[src/hw/rtl/assert_macros.svh]
// ---------------------------------------------------------------------------
// Assertion macros shared by the RTL
// Two forms of a clocked implication check, both disabled in reset.
// ---------------------------------------------------------------------------
`ifndef ASSERT_MACROS_SVH
`define ASSERT_MACROS_SVH

// Consequent checked on the same edge as the antecedent
`define LAW_ASSERT_SAME(lbl, clk, rst, ante, cons, msg) \
  lbl: assert property (@(posedge clk) disable iff (rst) (ante) |-> (cons)) \
    else $error(msg);

// Consequent checked on the edge after the antecedent
`define LAW_ASSERT_NEXT(lbl, clk, rst, ante, cons, msg) \
  lbl: assert property (@(posedge clk) disable iff (rst) (ante) |=> (cons)) \
    else $error(msg);

`endif

[src/hw/rtl/law3d_pkg.sv]
// ---------------------------------------------------------------------------
// law3d_pkg
// Types and fixed constants of the 3D lattice aggregation walker.
// ---------------------------------------------------------------------------
package law3d_pkg;

  // fixed field widths and the percent scale
  localparam int POR_W     = 7;
  localparam int CFG_W     = 8;
  localparam int RETRY_W   = 8;
  localparam int PCT_SCALE = 100;

  // register reset values
  localparam logic [POR_W-1:0]   TARGET_RST = 7'd20;
  localparam logic [RETRY_W-1:0] RETRY_RST  = 8'd120;

  // configuration register indexes
  localparam logic REG_TARGET_POROSITY   = 1'b0;
  localparam logic REG_SPAWN_RETRY_LIMIT = 1'b1;

  // grid cell codes
  typedef enum logic [1:0] {
    CELL_EMPTY = 2'd0,
    CELL_AGG   = 2'd1,
    CELL_WALK  = 2'd2
  } cell_t;

  // result event codes
  typedef enum logic [1:0] {
    EV_REJECT   = 2'd0,
    EV_MOVED    = 2'd1,
    EV_STUCK    = 2'd2,
    EV_FINISHED = 2'd3
  } event_t;

  // decoded unit offset
  typedef enum logic [1:0] {
    STEP_ZERO = 2'd0,
    STEP_POS  = 2'd1,
    STEP_NEG  = 2'd2
  } step_t;

  // one input beat, spawn_dx in the lowest bits
  typedef struct packed {
    logic [1:0] move_dz;
    logic [1:0] move_dy;
    logic [1:0] move_dx;
    logic [1:0] spawn_dz;
    logic [1:0] spawn_dy;
    logic [1:0] spawn_dx;
  } item_t;

  // porosity tracker status
  typedef struct packed {
    logic             busy;
    logic [POR_W-1:0] porosity;
  } poro_stat_t;

  // result hand-over from sequencer to output register
  typedef struct packed {
    logic   load;
    event_t ev;
  } res_ctl_t;

  // 2-bit two's complement offset; -2 saturates to -1
  function automatic step_t to_step(logic [1:0] v);
    step_t s;
    unique case (v)
      2'b00:   s = STEP_ZERO;
      2'b01:   s = STEP_POS;
      default: s = STEP_NEG;
    endcase
    return s;
  endfunction

endpackage

[src/hw/rtl/law3d_poro.sv]
// ---------------------------------------------------------------------------
// law3d_poro
// Aggregate counter with running porosity = count*100 / interior cells,
// kept as quotient and remainder; one compare-and-subtract per cycle.
// ---------------------------------------------------------------------------
module law3d_poro import law3d_pkg::*; #(
  parameter int GRID_EDGE = 16
) (
  input  logic                           clk,
  input  logic                           rst,
  input  logic                           bump,
  output poro_stat_t                     stat,
  output logic [3*$clog2(GRID_EDGE):0]   count
);

  localparam int CW       = $clog2(GRID_EDGE);
  localparam int CNT_W    = 3 * CW + 1;
  localparam int INTERIOR = (GRID_EDGE - 2) * (GRID_EDGE - 2) * (GRID_EDGE - 2);
  localparam int REM_W    = $clog2(INTERIOR + PCT_SCALE);
  localparam int POR_RST  = PCT_SCALE / INTERIOR;
  localparam int REM_RST  = PCT_SCALE % INTERIOR;

  logic [REM_W-1:0] rem;
  logic [POR_W-1:0] por;
  logic             busy;

  // add 100 to the remainder, then subtract the interior size until it fits
  always_ff @(posedge clk) begin
    if (rst) begin
      count <= CNT_W'(1);
      por   <= POR_W'(POR_RST);
      rem   <= REM_W'(REM_RST);
      busy  <= 1'b0;
    end else if (bump) begin
      count <= count + CNT_W'(1);
      rem   <= rem + REM_W'(PCT_SCALE);
      busy  <= 1'b1;
    end else if (busy) begin
      if (rem >= REM_W'(INTERIOR)) begin
        rem <= rem - REM_W'(INTERIOR);
        por <= por + POR_W'(1);
      end else begin
        busy <= 1'b0;
      end
    end
  end

  assign stat.busy     = busy;
  assign stat.porosity = por;

endmodule

[config.mk]
export PLATFORM = sky130hd
export DESIGN_NAME = law3d_poro
export DESIGN_NICKNAME = d
export VERILOG_FILES = /design/src/hw/rtl/assert_macros.svh /design/src/hw/rtl/law3d_pkg.sv /design/src/hw/rtl/law3d_poro.sv
export SDC_FILE = /design/constraint.sdc
export NUM_CORES = 1
export LEC_CHECK = 0
export BUFFER_PORTS_ARGS = -buffer_cell sky130_fd_sc_hd__buf_2
export CORE_AREA = 2 2 57 59
export DETAILED_ROUTE_END_ITERATION = 12
export DIE_AREA = 0 0 59 61
export PLACE_DENSITY_LB_ADDON = 0.15
export RECOVER_POWER = 100
export SLEW_MARGIN = 40
export SYNTH_ARGS = -nofsm -noshare
export SYNTH_HDL_FRONTEND = slang
export SYNTH_SLANG_ARGS = --single-unit
[constraint.sdc]
create_clock -name clk -period 2.4 [get_ports clk]
set_input_delay 0.48 -clock clk [delete_from_list [all_inputs] [get_ports clk]]
set_output_delay 0.48 -clock clk [all_outputs]
set_load 0.005 [all_outputs]
==> flow_summary.yaml <==
run_status:
  outcome: "finished, final reports clean"
clocking:
  cts_max_path_buffers: 2
  cts.htree.levels: 2
  post_cts_buffers: 0
  cts_tree: "done"
  cts.sinks: 31
  cts_resized: 0
  clockRootBuffer: "clkbuf_4"
  clkTransAtPathRegs_ns: 0.10
  numCtsBuffers: 5
  clkLatencyLatePin_ns: 0.33
  ctsHoldBuffers: 0
timing:
  tightest_slew_ns: 1.29
  fin_crit_ns: 2.06
  rsz0062_at_grt: "no"
  skew_ns: 0.00328
  tns_ns: 0
  final_max_slew_viol_count: 0
  setup_viol: 0
  timing.fmax_mhz: 486
  fin_crit_sh: 0.857
  hold_violations: 0
  relSlewSlack: 0.140
synthesis:
  netlist.area_leader.share: 0.400
  netlist_area_um2: 1550
  yosysMostFrequentCell: "dfxtp_1"
  syn_inst: 175
  async_reset_ff_frac: 0
  postSynthAreaPerCell_um2: 8.87
  synth_cell_types: 40
  synth_flop_cell: "dfxtp_1"
  syn-num-nets: 183
  synth_edf_count: 0
  ys.warnings.count: 0
  seq_area_frac_synth: 0.400
  yosys_register_bits: 31
  netlist_top_cells_count: "dfxtp_1 (31), nor2_1 (19), nand2_1 (14)"
  synthTopCellsByArea: "dfxtp_1 (40%), xor2_1 (6.8%), xnor2_1 (5.6%)"
  yosysTopAreaCell: "dfxtp_1"
placement:
  gp_congestion: 0.805
  dp_hpwl_mm: 2.08
  io_buffers: 23
  dp.cells: 222
die:
  ioPinCount: 24
  die_w_um: 59
  start_util: 0.525
  coreArea_um2: 2950
  die_height_um: 61
  row_count: 20
  dieArea_um2: 3600
final_layout:
  fin_cells: 230
  area_growth_pct: 10.2
  finish.utilization: 0.579
  nets: 204
  drive_gt1_frac: 0.137
  antenna-diode-count: 0
setup_path:
  end_kind: "flip-flop"
  required_ns: 2.64
  startpoint_type: "flip-flop"
  crit_type: "flip-flop to flip-flop"
  cp.arrival_ns: 2.29
  crit_fanout: 11
detailed_routing:
  final_antenna_net_count: 0
  drc: 0
  drt_iter0_drc: 29
  met3WireLength_um: 178
  wl_met2_mm: 1.38
  met1Wirelength_mm: 1.40
  firstDrtPassIters: 4
  via_per_inst: 5.62
  vias: 1293
  wl_per_cell_um: 13.1
  routed_wl_mm: 3.00
  routed.top_layer: "met4"
global_routing:
  grt_use_total: 0.194
  grt_pass1_wl_mm: 5.22
  grt_max_degree: 32
  grt_overflow_total: 0
  grt_antenna_before_repair: 0
  grt_pass1_vias: 1176
power:
  p_leak_nw: 0.680
  powerDensity_nw_per_um2: 641
  peakVddDrop_v: 0.000390
run:
  cap_viol_max_count: 0
hold_path:
  min_path_type: "primary input to flip-flop"
[sequential cells by signal (all words and copies together), names as in the netlist]
signal,count
busy,1
count,13
por,7
rem,10
[layer usage]
layer | vias to the layer above | GRT usage
li1 | 656 | -
met1 | 598 | 0.248
met3 | 6 | 0.0640
met2 | 33 | 0.295
met5 | - | 0
met4 | 0 | 0.0942
[final cells by class]
cell class / instances / area (um^2)
inverters: 3 / 11.3
repair buffers: 24 / 111
multi-input cells: 131 / 838
flip-flops and latches: 31 / 621
fillers: 283 / 1240
clock inverters: 2 / 35.0
well taps: 33 / 41.3
clock buffers: 6 / 51.3
[logic make-up after synthesis]
group / synth area share
AOI/OAI and AO/OA: 0.173
xor gates and xnor gates: 0.124
adders and majority gates: 0.0403
buffers and inverters: 0.0476
DFF: 0.400
muxes: 0.00645
and+or+nand+nor: 0.209
[worst max-delay path: stages, from the launching register on]
cell and delay, ns:
dfxtp_1 0.43, inv_1 0.08, ha_1 0.19, o211ai_1 0.24, a221o_1 0.46, nor2_2 0.10, a31o_2 0.23, a311oi_1 0.24
[worst paths after layout]
path	start	endpoint	slack, ns	depth (start not counted)
min	bump	count[0]	0.48	3
min reg2reg	count[12]	count[12]	0.49	2
max	rem[2]	rem[11]	0.34	7
max reg2reg	rem[2]	rem[11]	0.34	7
[cells in the final DEF, fill, tap and decap left out, types with 7 or more instances in the layout]
| master | count |
|---|---|
| xnor2_1 | 10 |
| a21oi_1 | 12 |
| dfxtp_1 | 31 |
| nor2_1 | 19 |
| clkbuf_1 | 9 |
| nand4_1 | 7 |
| xor2_1 | 12 |
| buf_2 | 14 |
| nand2_1 | 14 |
| o21ai_0 | 8 |
[power by group]
group / leakage, nW / switching [mW] / internal (mW)
logic: 0.379 / 0.0512 / 0.0457
registers: 0.252 / 0.0346 / 0.535
clock network: 0.0482 / 0.184 / 0.246
[through the flow]
step / power [mW] / area [um^2] / setup slack (ns) / hold slack, ns
finish: 1.10 / 1710 / 0.344 / 0.476
global route: 1.15 / 1710 / 0.190 / 0.484
CTS: 1.11 / 1740 / 0.278 / 0.465
detailed placement: 0.678 / 1650 / 0.310 / 0.475
global placement: 0.676 / 1650 / 0.430 / 0.462
floorplan: 0.659 / 1550 / 0.672 / 0.449
Note: power is estimated with default switching activity, not from simulation.
