$ cat src/hw/rtl/assert_macros.svh
// ---------------------------------------------------------------------------
// Assertion macros shared by the RTL
// Two forms of a clocked implication check, both disabled in reset.
// ---------------------------------------------------------------------------
`ifndef ASSERT_MACROS_SVH
`define ASSERT_MACROS_SVH

// Consequent checked on the same edge as the antecedent
`define LAW_ASSERT_SAME(lbl, clk, rst, ante, cons, msg) \
  lbl: assert property (@(posedge clk) disable iff (rst) (ante) |-> (cons)) \
    else $error(msg);

// Consequent checked on the edge after the antecedent
`define LAW_ASSERT_NEXT(lbl, clk, rst, ante, cons, msg) \
  lbl: assert property (@(posedge clk) disable iff (rst) (ante) |=> (cons)) \
    else $error(msg);

`endif

$ cat src/hw/rtl/law3d_pkg.sv
// ---------------------------------------------------------------------------
// law3d_pkg
// Types and fixed constants of the 3D lattice aggregation walker.
// ---------------------------------------------------------------------------
package law3d_pkg;

  // fixed field widths and the percent scale
  localparam int POR_W     = 7;
  localparam int CFG_W     = 8;
  localparam int RETRY_W   = 8;
  localparam int PCT_SCALE = 100;

  // register reset values
  localparam logic [POR_W-1:0]   TARGET_RST = 7'd20;
  localparam logic [RETRY_W-1:0] RETRY_RST  = 8'd120;

  // configuration register indexes
  localparam logic REG_TARGET_POROSITY   = 1'b0;
  localparam logic REG_SPAWN_RETRY_LIMIT = 1'b1;

  // grid cell codes
  typedef enum logic [1:0] {
    CELL_EMPTY = 2'd0,
    CELL_AGG   = 2'd1,
    CELL_WALK  = 2'd2
  } cell_t;

  // result event codes
  typedef enum logic [1:0] {
    EV_REJECT   = 2'd0,
    EV_MOVED    = 2'd1,
    EV_STUCK    = 2'd2,
    EV_FINISHED = 2'd3
  } event_t;

  // decoded unit offset
  typedef enum logic [1:0] {
    STEP_ZERO = 2'd0,
    STEP_POS  = 2'd1,
    STEP_NEG  = 2'd2
  } step_t;

  // one input beat, spawn_dx in the lowest bits
  typedef struct packed {
    logic [1:0] move_dz;
    logic [1:0] move_dy;
    logic [1:0] move_dx;
    logic [1:0] spawn_dz;
    logic [1:0] spawn_dy;
    logic [1:0] spawn_dx;
  } item_t;

  // porosity tracker status
  typedef struct packed {
    logic             busy;
    logic [POR_W-1:0] porosity;
  } poro_stat_t;

  // result hand-over from sequencer to output register
  typedef struct packed {
    logic   load;
    event_t ev;
  } res_ctl_t;

  // 2-bit two's complement offset; -2 saturates to -1
  function automatic step_t to_step(logic [1:0] v);
    step_t s;
    unique case (v)
      2'b00:   s = STEP_ZERO;
      2'b01:   s = STEP_POS;
      default: s = STEP_NEG;
    endcase
    return s;
  endfunction

endpackage

$ cat src/hw/rtl/law3d_seq.sv
// ---------------------------------------------------------------------------
// law3d_seq
// Step sequencer: grid clearing, spawn, 27-cell neighbourhood scan, stick
// or move, all through the one grid memory port.
// ---------------------------------------------------------------------------
module law3d_seq import law3d_pkg::*; #(
  parameter int GRID_EDGE = 16
) (
  input  logic                          clk,
  input  logic                          rst,
  // input side
  input  logic                          in_valid,
  output logic                          in_ready,
  input  item_t                         item,
  // configuration
  input  logic [POR_W-1:0]              target_porosity,
  input  logic [RETRY_W-1:0]            spawn_retry_limit,
  // porosity tracker
  input  poro_stat_t                    pstat,
  input  logic [3*$clog2(GRID_EDGE):0]  count,
  output logic                          bump,
  // grid memory
  output logic                          mem_we,
  output logic [3*$clog2(GRID_EDGE)-1:0] mem_addr,
  output logic [1:0]                    mem_wdata,
  input  logic [1:0]                    mem_rdata,
  // result
  input  logic                          out_free,
  output res_ctl_t                      res,
  output logic [$clog2(GRID_EDGE)-1:0]  pos_x,
  output logic [$clog2(GRID_EDGE)-1:0]  pos_y,
  output logic [$clog2(GRID_EDGE)-1:0]  pos_z
);

  localparam int CW     = $clog2(GRID_EDGE);
  localparam int CNT_W  = 3 * CW + 1;
  localparam int ADDR_W = 3 * CW;
  localparam int MID    = GRID_EDGE / 2;
  localparam int HI     = GRID_EDGE - 2;
  localparam logic [ADDR_W-1:0] CENTRE_ADDR = {CW'(MID), CW'(MID), CW'(MID)};

  typedef enum logic [3:0] {
    S_CLEAR, S_IDLE, S_SPAWN_RD, S_SPAWN_CHK, S_SCAN, S_SCAN_END,
    S_DECIDE, S_POR_WAIT, S_MOVE_RD, S_MOVE_CHK, S_DONE
  } state_t;

  // spawn coordinate: centre + offset * count, clamped to the interior
  function automatic logic [CW-1:0] spawn_axis(step_t s, logic [CNT_W-1:0] n);
    logic [CW-1:0] r;
    unique case (s)
      STEP_POS: r = (n > CNT_W'(HI - MID)) ? CW'(HI) : CW'(MID) + n[CW-1:0];
      STEP_NEG: r = (n >= CNT_W'(MID)) ? CW'(1) : CW'(MID) - n[CW-1:0];
      default:  r = CW'(MID);
    endcase
    return r;
  endfunction

  // one walker step, saturating at the interior bounds
  function automatic logic [CW-1:0] move_axis(step_t s, logic [CW-1:0] p);
    logic [CW-1:0] r;
    unique case (s)
      STEP_POS: r = (p == CW'(HI)) ? p : p + CW'(1);
      STEP_NEG: r = (p == CW'(1)) ? p : p - CW'(1);
      default:  r = p;
    endcase
    return r;
  endfunction

  state_t             state;
  logic [ADDR_W-1:0]  clr_addr;
  step_t              sdx, sdy, sdz, mdx, mdy, mdz;
  logic [CW-1:0]      sx, sy, sz;
  logic               present;
  logic               finished;
  logic [RETRY_W-1:0] retries;
  logic [1:0]         ox, oy, oz;
  logic               chk_vld;
  logic               chk_ctr;
  logic               touch;
  logic [1:0]         here_code;
  event_t             ev;

  logic [CW-1:0]      spx, spy, spz;
  logic [CW-1:0]      nbx, nby, nbz;
  logic               at_target;
  logic               reject;
  logic               scan_last;

  assign spx = spawn_axis(sdx, count);
  assign spy = spawn_axis(sdy, count);
  assign spz = spawn_axis(sdz, count);
  assign nbx = pos_x + CW'(ox) - CW'(1);
  assign nby = pos_y + CW'(oy) - CW'(1);
  assign nbz = pos_z + CW'(oz) - CW'(1);

  assign at_target = (pstat.porosity >= target_porosity);
  assign reject    = (mem_rdata != CELL_EMPTY) && (retries < spawn_retry_limit);
  assign scan_last = (ox == 2'd2) && (oy == 2'd2) && (oz == 2'd2);
  assign in_ready  = (state == S_IDLE);
  assign bump      = (state == S_DECIDE) && touch && (here_code != CELL_AGG);

  // grid port control
  always_comb begin
    mem_we    = 1'b0;
    mem_addr  = {pos_z, pos_y, pos_x};
    mem_wdata = CELL_EMPTY;
    unique case (state)
      S_CLEAR: begin
        mem_we    = 1'b1;
        mem_addr  = clr_addr;
        mem_wdata = (clr_addr == CENTRE_ADDR) ? CELL_AGG : CELL_EMPTY;
      end
      S_SPAWN_RD: mem_addr = {spz, spy, spx};
      S_SPAWN_CHK: begin
        mem_addr  = {sz, sy, sx};
        mem_we    = !reject && (mem_rdata == CELL_EMPTY);
        mem_wdata = CELL_WALK;
      end
      S_SCAN: mem_addr = {nbz, nby, nbx};
      S_DECIDE: begin
        mem_we    = touch ? (here_code != CELL_AGG) : (here_code == CELL_WALK);
        mem_wdata = touch ? CELL_AGG : CELL_EMPTY;
      end
      S_MOVE_CHK: begin
        mem_we    = (mem_rdata == CELL_EMPTY);
        mem_wdata = CELL_WALK;
      end
      default: ;
    endcase
  end

  assign res.load = (state == S_DONE) && out_free;
  assign res.ev   = ev;

  // sequencer
  always_ff @(posedge clk) begin
    if (rst) begin
      state     <= S_CLEAR;
      clr_addr  <= '0;
      present   <= 1'b0;
      finished  <= 1'b0;
      retries   <= '0;
      pos_x     <= '0;
      pos_y     <= '0;
      pos_z     <= '0;
      chk_vld   <= 1'b0;
      ev        <= EV_REJECT;
    end else begin
      unique case (state)
        // one cell per cycle, centre seeded as aggregate
        S_CLEAR: begin
          clr_addr <= clr_addr + ADDR_W'(1);
          if (clr_addr == '1) begin
            state <= S_IDLE;
          end
        end

        S_IDLE: begin
          if (in_valid) begin
            sdx <= to_step(item.spawn_dx);
            sdy <= to_step(item.spawn_dy);
            sdz <= to_step(item.spawn_dz);
            mdx <= to_step(item.move_dx);
            mdy <= to_step(item.move_dy);
            mdz <= to_step(item.move_dz);
            ox      <= 2'd0;
            oy      <= 2'd0;
            oz      <= 2'd0;
            touch   <= 1'b0;
            chk_vld <= 1'b0;
            if (finished || at_target) begin
              finished <= 1'b1;
              ev       <= EV_FINISHED;
              state    <= S_DONE;
            end else if (!present) begin
              state <= S_SPAWN_RD;
            end else begin
              state <= S_SCAN;
            end
          end
        end

        S_SPAWN_RD: begin
          sx    <= spx;
          sy    <= spy;
          sz    <= spz;
          state <= S_SPAWN_CHK;
        end

        // occupied spawn cell: reject until the retry limit forces it
        S_SPAWN_CHK: begin
          if (reject) begin
            retries <= retries + RETRY_W'(1);
            ev      <= EV_REJECT;
            state   <= S_DONE;
          end else begin
            retries <= '0;
            pos_x   <= sx;
            pos_y   <= sy;
            pos_z   <= sz;
            present <= 1'b1;
            state   <= S_SCAN;
          end
        end

        // issue one neighbourhood read per cycle, check the previous one
        S_SCAN: begin
          if (chk_vld) begin
            if (chk_ctr) begin
              here_code <= mem_rdata;
            end else if (mem_rdata == CELL_AGG) begin
              touch <= 1'b1;
            end
          end
          chk_vld <= 1'b1;
          chk_ctr <= (ox == 2'd1) && (oy == 2'd1) && (oz == 2'd1);
          if (ox == 2'd2) begin
            ox <= 2'd0;
            if (oy == 2'd2) begin
              oy <= 2'd0;
              oz <= oz + 2'd1;
            end else begin
              oy <= oy + 2'd1;
            end
          end else begin
            ox <= ox + 2'd1;
          end
          if (scan_last) begin
            state <= S_SCAN_END;
          end
        end

        S_SCAN_END: begin
          if (mem_rdata == CELL_AGG) begin
            touch <= 1'b1;
          end
          chk_vld <= 1'b0;
          state   <= S_DECIDE;
        end

        S_DECIDE: begin
          if (touch) begin
            present <= 1'b0;
            ev      <= EV_STUCK;
            state   <= S_POR_WAIT;
          end else begin
            pos_x <= move_axis(mdx, pos_x);
            pos_y <= move_axis(mdy, pos_y);
            pos_z <= move_axis(mdz, pos_z);
            ev    <= EV_MOVED;
            state <= S_MOVE_RD;
          end
        end

        S_POR_WAIT: begin
          if (!pstat.busy) begin
            if (at_target) begin
              finished <= 1'b1;
            end
            state <= S_DONE;
          end
        end

        S_MOVE_RD: state <= S_MOVE_CHK;

        S_MOVE_CHK: state <= S_DONE;

        S_DONE: begin
          if (out_free) begin
            state <= S_IDLE;
          end
        end

        default: state <= S_IDLE;
      endcase
    end
  end

endmodule

$ cat config.mk
export PLATFORM = sky130hd
export DESIGN_NAME = law3d_seq
export DESIGN_NICKNAME = d
export VERILOG_FILES = /design/src/hw/rtl/assert_macros.svh /design/src/hw/rtl/law3d_pkg.sv /design/src/hw/rtl/law3d_seq.sv
export SDC_FILE = /design/constraint.sdc
export NUM_CORES = 1
export LEC_CHECK = 0
export BUFFER_PORTS_ARGS = -buffer_cell sky130_fd_sc_hd__buf_2
export CAP_MARGIN = 10
export CORE_ASPECT_RATIO = 0.75
export CORE_MARGIN = 2
export CORE_UTILIZATION = 55
export CTS_BUF_LIST = sky130_fd_sc_hd__clkbuf_8
export CTS_CLUSTER_SIZE = 25
export DETAILED_ROUTE_END_ITERATION = 6
export PLACE_DENSITY = 0.9
export SLEW_MARGIN = 20
export SYNTH_ARGS = -nofsm -noshare
export SYNTH_HDL_FRONTEND = slang
export SYNTH_SLANG_ARGS = --single-unit
$ cat constraint.sdc
create_clock -name clk -period 3.3 [get_ports clk]
set_clock_uncertainty 0.2 [all_clocks]
set_input_delay 0.33 -clock clk [delete_from_list [all_inputs] [get_ports clk]]
set_output_delay 0.33 -clock clk [all_outputs]
set_load 0.01 [all_outputs]
==> impl_metrics.yaml, run 1 <==
cts:
  cts_setup_buffers: 0
  clkSinkCount: 75
  root_buffer: "clkbuf_8"
  htreeDepth: 3
  clk_latency_ns: 0.36
  cts.clk_slew.worst_paths_ns: 0.08
  cts_buffers: 9
  cts_tree: "yes"
  cts.path.max_buffers: 2
layout:
  final_nets: 805
  areaGrowthSynthToFinish_pct: 14.1
  antennaDiodeCount: 0
  nFillCells: 794
  drive_gt1_frac: 0.191
  final_cell_area_um2: 6160
sta:
  finalSetupTns_ns: 0
  setup_viol: 0
  whs_ns: 0.0658
  fin_crit_sh: 0.960
  worst_pin_slew_ns: 0.766
  rsz0062_at_grt: "false"
  period_minus_slack_ns: 3.17
  slew_viol_final: 0
  hold_violations: 0
  fmax_mhz: 316
  slew_headroom: 0.489
synth:
  synth-simple-area-share: 0.198
  synth_cell_types: 67
  ys_async_sr_fraction: 0
  synthFlopType: "dfxtp_1"
  synth_edf_count: 34
  synth-xor-area-share: 0.0390
  synth.area.top_cells: "edfxtp_1 19%, dfxtp_1 15%, ha_1 13%, inv_1 4.6%, a21oi_1 3.8%"
  synth.net_count: 721
  syn_area_per_cell_um2: 8.90
  synth_compound_area_frac: 0.190
  synth_top_family_by_area: "simple AND/OR/NAND/NOR gates"
  synth-adder-area-share: 0.146
  syn_inst: 606
  synth_area_um2: 5400
  synth_top_cell_by_area: "edfxtp_1"
  synth-seq-cells: 75
  synth_mux_area_frac: 0.0132
  yosysSeqAreaShare: 0.341
  yosys_warnings: 0
  yosysTopAreaCellShare: 0.189
place:
  routabilityCongestion: 0.985
  port_buffers: 85
  dp_hpwl_um: 10700
  placed_cell_area_um2: 5910
routing:
  drt-total-wl_um: 14300
  vias_per_cell: 5.98
  drt-initial-drc-count: 563
  dr.pass1.iters: 5
  wire_per_inst_um: 17.2
  drc: 0
  num_vias: 4943
  ant_nets: 0
grt:
  met2_usage: 0.424
  grt_first_pass_wirelength_um: 23300
  overflow: 0
  grt_util_met3: 0.0907
  met1_usage: 0.362
  grt_max_degree: 40
  grt-busiest-layer: "met2"
  grt.total_usage: 0.275
  antenna_found_initial: 0
  grt_pass1_vias: 4754
critical_path:
  worst_ep_required_time_ns: 2.77
  criticalPathCategory: "reg -> out"
  startpoint_type: "flop"
  critPathLaunch: "pos_z[1]"
  reg2reg_depth: 7
  crit_fanout: 8
  timing.rr.start: "state[0]"
  r2r-end: "clr_addr[9]"
  cp.arrival_ns: 2.64
  rrSetupSlack_ns: 0.56
  crit_path_end_kind: "output port"
hold_path:
  worst_hold_path.num_cells: 2
  hp-class: "in -> reg"
  hold_end: "sdx[0]"
  hold_start: "item[0]"
die:
  placeableCoreArea_um2: 9580
  die_h_um: 89.8
  dieArea_um2: 10600
  ios: 86
  rows: 31
  die_w_um: 118
  start_util: 0.563
power_and_ir_drop:
  leakagePower_nw: 2.75
  p_per_area_nw_per_um2: 276
  ir_worst_vdd_uv: 196
  power_mw: 1.70
run:
  maxCapViolations: 0
run_status:
  status: "finished clean"
[power breakdown]
group / internal, mW / switching, mW
Sequential: 0.967 / 0.00668
Clock: 0.260 / 0.335
Combinational: 0.0639 / 0.0691
Total: 1.29 / 0.411
[stage by stage]
stage	util	setup slack, ns	cells
2_1_floorplan	-	0.631	606
3_3_place_gp	0.617	0.484	803
3_5_place_dp	0.617	0.421	803
4_1_cts	0.641	0.0116	827
5_1_grt	0.643	0.0162	827
6_report	0.643	0.132	827
[registers in the layout (all words and copies together), names as in the netlist, 4 cells and up]
signal,flops
sz,4
pos_y,4
retries,8
pos_x,4
clr_addr,12
state,4
pos_z,4
sx,4
sy,4
[final cells by class]
| class | count | area [um^2] | share of cell area |
|---|---|---|---|
| Multi-Input combinational cell | 435 | 3170 | 0.514 |
| Sequential cell | 75 | 1850 | 0.300 |
| Tap cell | 132 | 165 | 0.0268 |
| Clock buffer | 9 | 124 | 0.0201 |
| Timing Repair Buffer | 102 | 573 | 0.0930 |
| Clock inverter | 7 | 31.3 | 0.00508 |
| Inverter | 67 | 251 | 0.0408 |
[Yosys cell counts, types with 2 or more instances]
master	n
inv_1	66
ha_1	58
nor2_1	48
nand2_1	45
a21oi_1	41
dfxtp_1	41
edfxtp_1	34
o21ai_0	27
clkbuf_1	17
nor3_1	17
xor2_1	17
a22oi_1	14
nand3_1	13
nand4_1	13
a221o_1	12
nor2b_1	10
a211oi_1	8
a31oi_1	8
or3_1	7
xnor2_1	7
and3_1	6
buf_4	6
mux2i_1	6
o32ai_1	6
a211o_1	5
buf_2	5
and2_1	4
nand2b_1	4
nor4_2	4
o21a_1	4
a21o_1	3
a21oi_4	3
and4_1	3
fa_1	3
nor4_1	3
nor4b_1	3
nand3_2	2
o21ai_1	2
o22ai_1	2
or4_1	2
[how the worst max path moves through the flow]
stage / cells past startpoint / to / slack, ns
after floorplan: 8 / mem_addr[2] / 0.63
after global placement: 10 / mem_addr[11] / 0.48
after detailed placement: 10 / mem_addr[11] / 0.42
after CTS: 10 / mem_addr[7] / 0.01
after global routing: 10 / mem_addr[11] / 0.02
final: 10 / mem_addr[11] / 0.13
[placed cells by master, fill, tap and decap left out, types with 5 or more instances in the layout]
cell,synthesis,final
nand2_1,45,45
a221o_1,12,12
o32ai_1,6,6
xor2_1,17,17
nor2b_1,10,10
nand3_1,13,13
inv_1,66,70
a22oi_1,14,14
xnor2_1,7,7
ha_1,58,58
edfxtp_1,34,34
nor2_1,48,48
a31oi_1,8,8
nand4_1,13,13
a211o_1,5,5
nor3_1,17,17
a21oi_1,41,41
buf_4,6,9
or3_1,7,7
o21ai_0,27,27
buf_2,5,85
a211oi_1,8,8
clkbuf_8,0,9
dlygate4sd3_1,0,8
dfxtp_1,41,38
and3_1,6,6
mux2i_1,6,6
[kinds of logic (layout without fill, tap and decap cells)]
| family | Yosys count | count (layout) |
|---|---|---|
| fa+ha+maj | 61 | 61 |
| compound gates | 146 | 146 |
| buf+inv | 96 | 185 |
| xor+xnor | 24 | 24 |
| simple gates | 197 | 197 |
| flops | 75 | 75 |
| mux | 7 | 7 |
[worst max-delay path, stage by stage, from the launching register on]
cell and delay [ns]:
dfxtp_2 0.41, inv_1 0.10, ha_1 0.28, inv_1 0.04, ha_1 0.20, fa_1 0.37
xnor2_1 0.14, a22oi_1 0.22, nand3_1 0.10, a221o_1 0.28, buf_2 0.14
[per-layer routing]
layer | up-vias | wire length (um)
li1 | 2345 | -
met2 | 280 | 6330
met1 | 2278 | 5920
met5 | - | 0
met3 | 40 | 1700
met4 | 0 | 309
[timing repair]
item | in CTS | in global routing
resized for setup | 0 | 5
endpoints found under the hold margin | 8 | 0
endpoints found under the setup margin | 0 | 5
hold buffers | 8 | 0
Power figures use the tool's default switching activity.
==> run 2: changes to the inputs <==
--- a/config.mk
+++ b/config.mk
@@ -10,7 +10,7 @@
 export CORE_ASPECT_RATIO = 0.75
 export CORE_MARGIN = 2
 export CORE_UTILIZATION = 55
-export CTS_BUF_LIST = sky130_fd_sc_hd__clkbuf_8
+export CTS_BUF_LIST = sky130_fd_sc_hd__clkbuf_16
 export CTS_CLUSTER_SIZE = 25
 export DETAILED_ROUTE_END_ITERATION = 6
 export PLACE_DENSITY = 0.9
==> run 2 against run 1 <==
  * Global-route usage up 0.47 points
  * Sequential cell count unchanged
  * Die area unchanged
  * Count of clock-buffer cells in the layout unchanged
  * Non-clock buffer count unchanged
  * Sequential share of layout area down 0.51 points
  * Critical path type unchanged
==> impl_metrics.yaml, run 2 (synthesized netlist as in run 1, its figures left out) <==
critical_path:
  cp_slowest_stage_delay_ns: 0.41
  critPathTopFamily: "adder cells"
  worst_ep_required_time_ns: 2.77
  rrSetupSlack_ns: 0.57
  crit_path_end_kind: "output port"
  crit_fanout: 8
  startpoint_type: "flop"
  criticalPathCategory: "reg -> out"
  cp.arrival_ns: 2.64
  path_buf_inv: 3
  crit_path_cell_trace: "inv_1 -> ha_1 -> inv_1 -> ha_1 -> fa_1 -> xnor2_1 -> a22oi_1 -> nand3_1 -> a221o_1 -> buf_2"
  critical_path.slowest_cell: "dfxtp_2"
die:
  die_h_um: 89.8
  rows: 31
  dieArea_um2: 10600
  start_util: 0.563
  placeableCoreArea_um2: 9580
  ios: 86
  die_w_um: 118
run:
  maxCapViolations: 0
routing:
  drt-initial-drc-count: 586
  vias_per_cell: 6.00
  drc: 0
  num_vias: 4963
  drt-total-wl_um: 14500
  wire_per_inst_um: 17.5
  ant_nets: 0
  dr.pass1.iters: 5
cts:
  cts_buffers: 9
  root_buffer: "clkbuf_16"
  cts_tree: "yes"
  cts_setup_buffers: 0
  clkSinkCount: 75
  htreeDepth: 3
  cts.clk_slew.worst_paths_ns: 0.06
  clk_latency_ns: 0.34
  cts.path.max_buffers: 2
layout:
  final_cell_area_um2: 6260
  final_nets: 805
  top_regs: "clr_addr (12), retries (8)"
  most-common-layout-cells: "85 x buf_2, 70 x inv_1, 58 x ha_1, 48 x nor2_1, 45 x nand2_1"
  areaGrowthSynthToFinish_pct: 16.0
  final_core_util: 0.653
  largest_reg_flops: 12
  nFillCells: 777
  final_common_cell: "buf_2"
  drive_gt1_frac: 0.191
  regMostFlops: "clr_addr"
  instances_no_fill: 827
  antennaDiodeCount: 0
sta:
  fmax_mhz: 315
  slew_viol_final: 0
  rsz0062_at_grt: "false"
  slew_headroom: 0.494
  worst_pin_slew_ns: 0.758
  period_minus_slack_ns: 3.17
  finalSetupTns_ns: 0
  hold_violations: 0
  fin_crit_sh: 0.961
  setup_viol: 0
place:
  post-place-cells: 803
  placed_cell_area_um2: 5910
  dp_hpwl_um: 10700
  port_buffers: 85
  routabilityCongestion: 0.985
grt:
  overflow: 0
  antenna_found_initial: 0
  grt_max_degree: 40
  grt.total_usage: 0.279
  grt_pass1_vias: 4803
  grt_first_pass_wirelength_um: 23700
power_and_ir_drop:
  ir_worst_vdd_uv: 277
  leakagePower_nw: 2.80
  p_per_area_nw_per_um2: 314
run_status:
  status: "finished clean"
hold_path:
  hp-class: "in -> reg"
run 2: final cells by class:
class,instances,area [um^2],area share
Inverter,67,251,0.0402
Timing Repair Buffer,102,573,0.0916
Clock buffer,9,225,0.0360
Sequential cell,75,1850,0.295
Clock inverter,7,31.3,0.00500
Multi-Input combinational cell,435,3170,0.506
Tap cell,132,165,0.0264
run 2: worst paths after layout:
check | start | to | cells past startpoint
hold / removal | item[2] | sdy[0] | 2
setup reg to reg | state[0] | clr_addr[9] | 7
setup / recovery | pos_y[1] | mem_addr[7] | 10
hold reg to reg | ev[0] | ev[0] | 1
run 2: what timing repair did:
item                       4_1_cts  5_1_grt
setup endpoints to repair        0        4
hold endpoints to repair         7        1
hold buffers                     7        1
gates resized for setup          0        4
run 2: report_power, final:
| group | total, mW | switching [mW] | internal, mW |
|---|---|---|---|
| logic | 0.133 | 0.0692 | 0.0639 |
| clock network | 0.857 | 0.363 | 0.495 |
| registers | 0.976 | 0.00677 | 0.969 |
| total | 1.97 | 0.439 | 1.53 |
run 2: metrics by stage:
stage                     setup slack (ns)  hold slack (ns)  total power, mW
after floorplan                      0.631            0.229             1.06
after global placement               0.484            0.250             1.11
after detailed placement             0.421            0.265             1.12
after CTS                           0.0182          0.00456             1.97
after global routing               0.00291            0.101             2.05
final                                0.130           0.0831             1.97
run 2: metal layers:
layer,track usage,part of all wire
met3,0.0857,0.11
met4,0.0952,0.023
met2,0.438,0.45
met5,0,0
met1,0.368,0.42
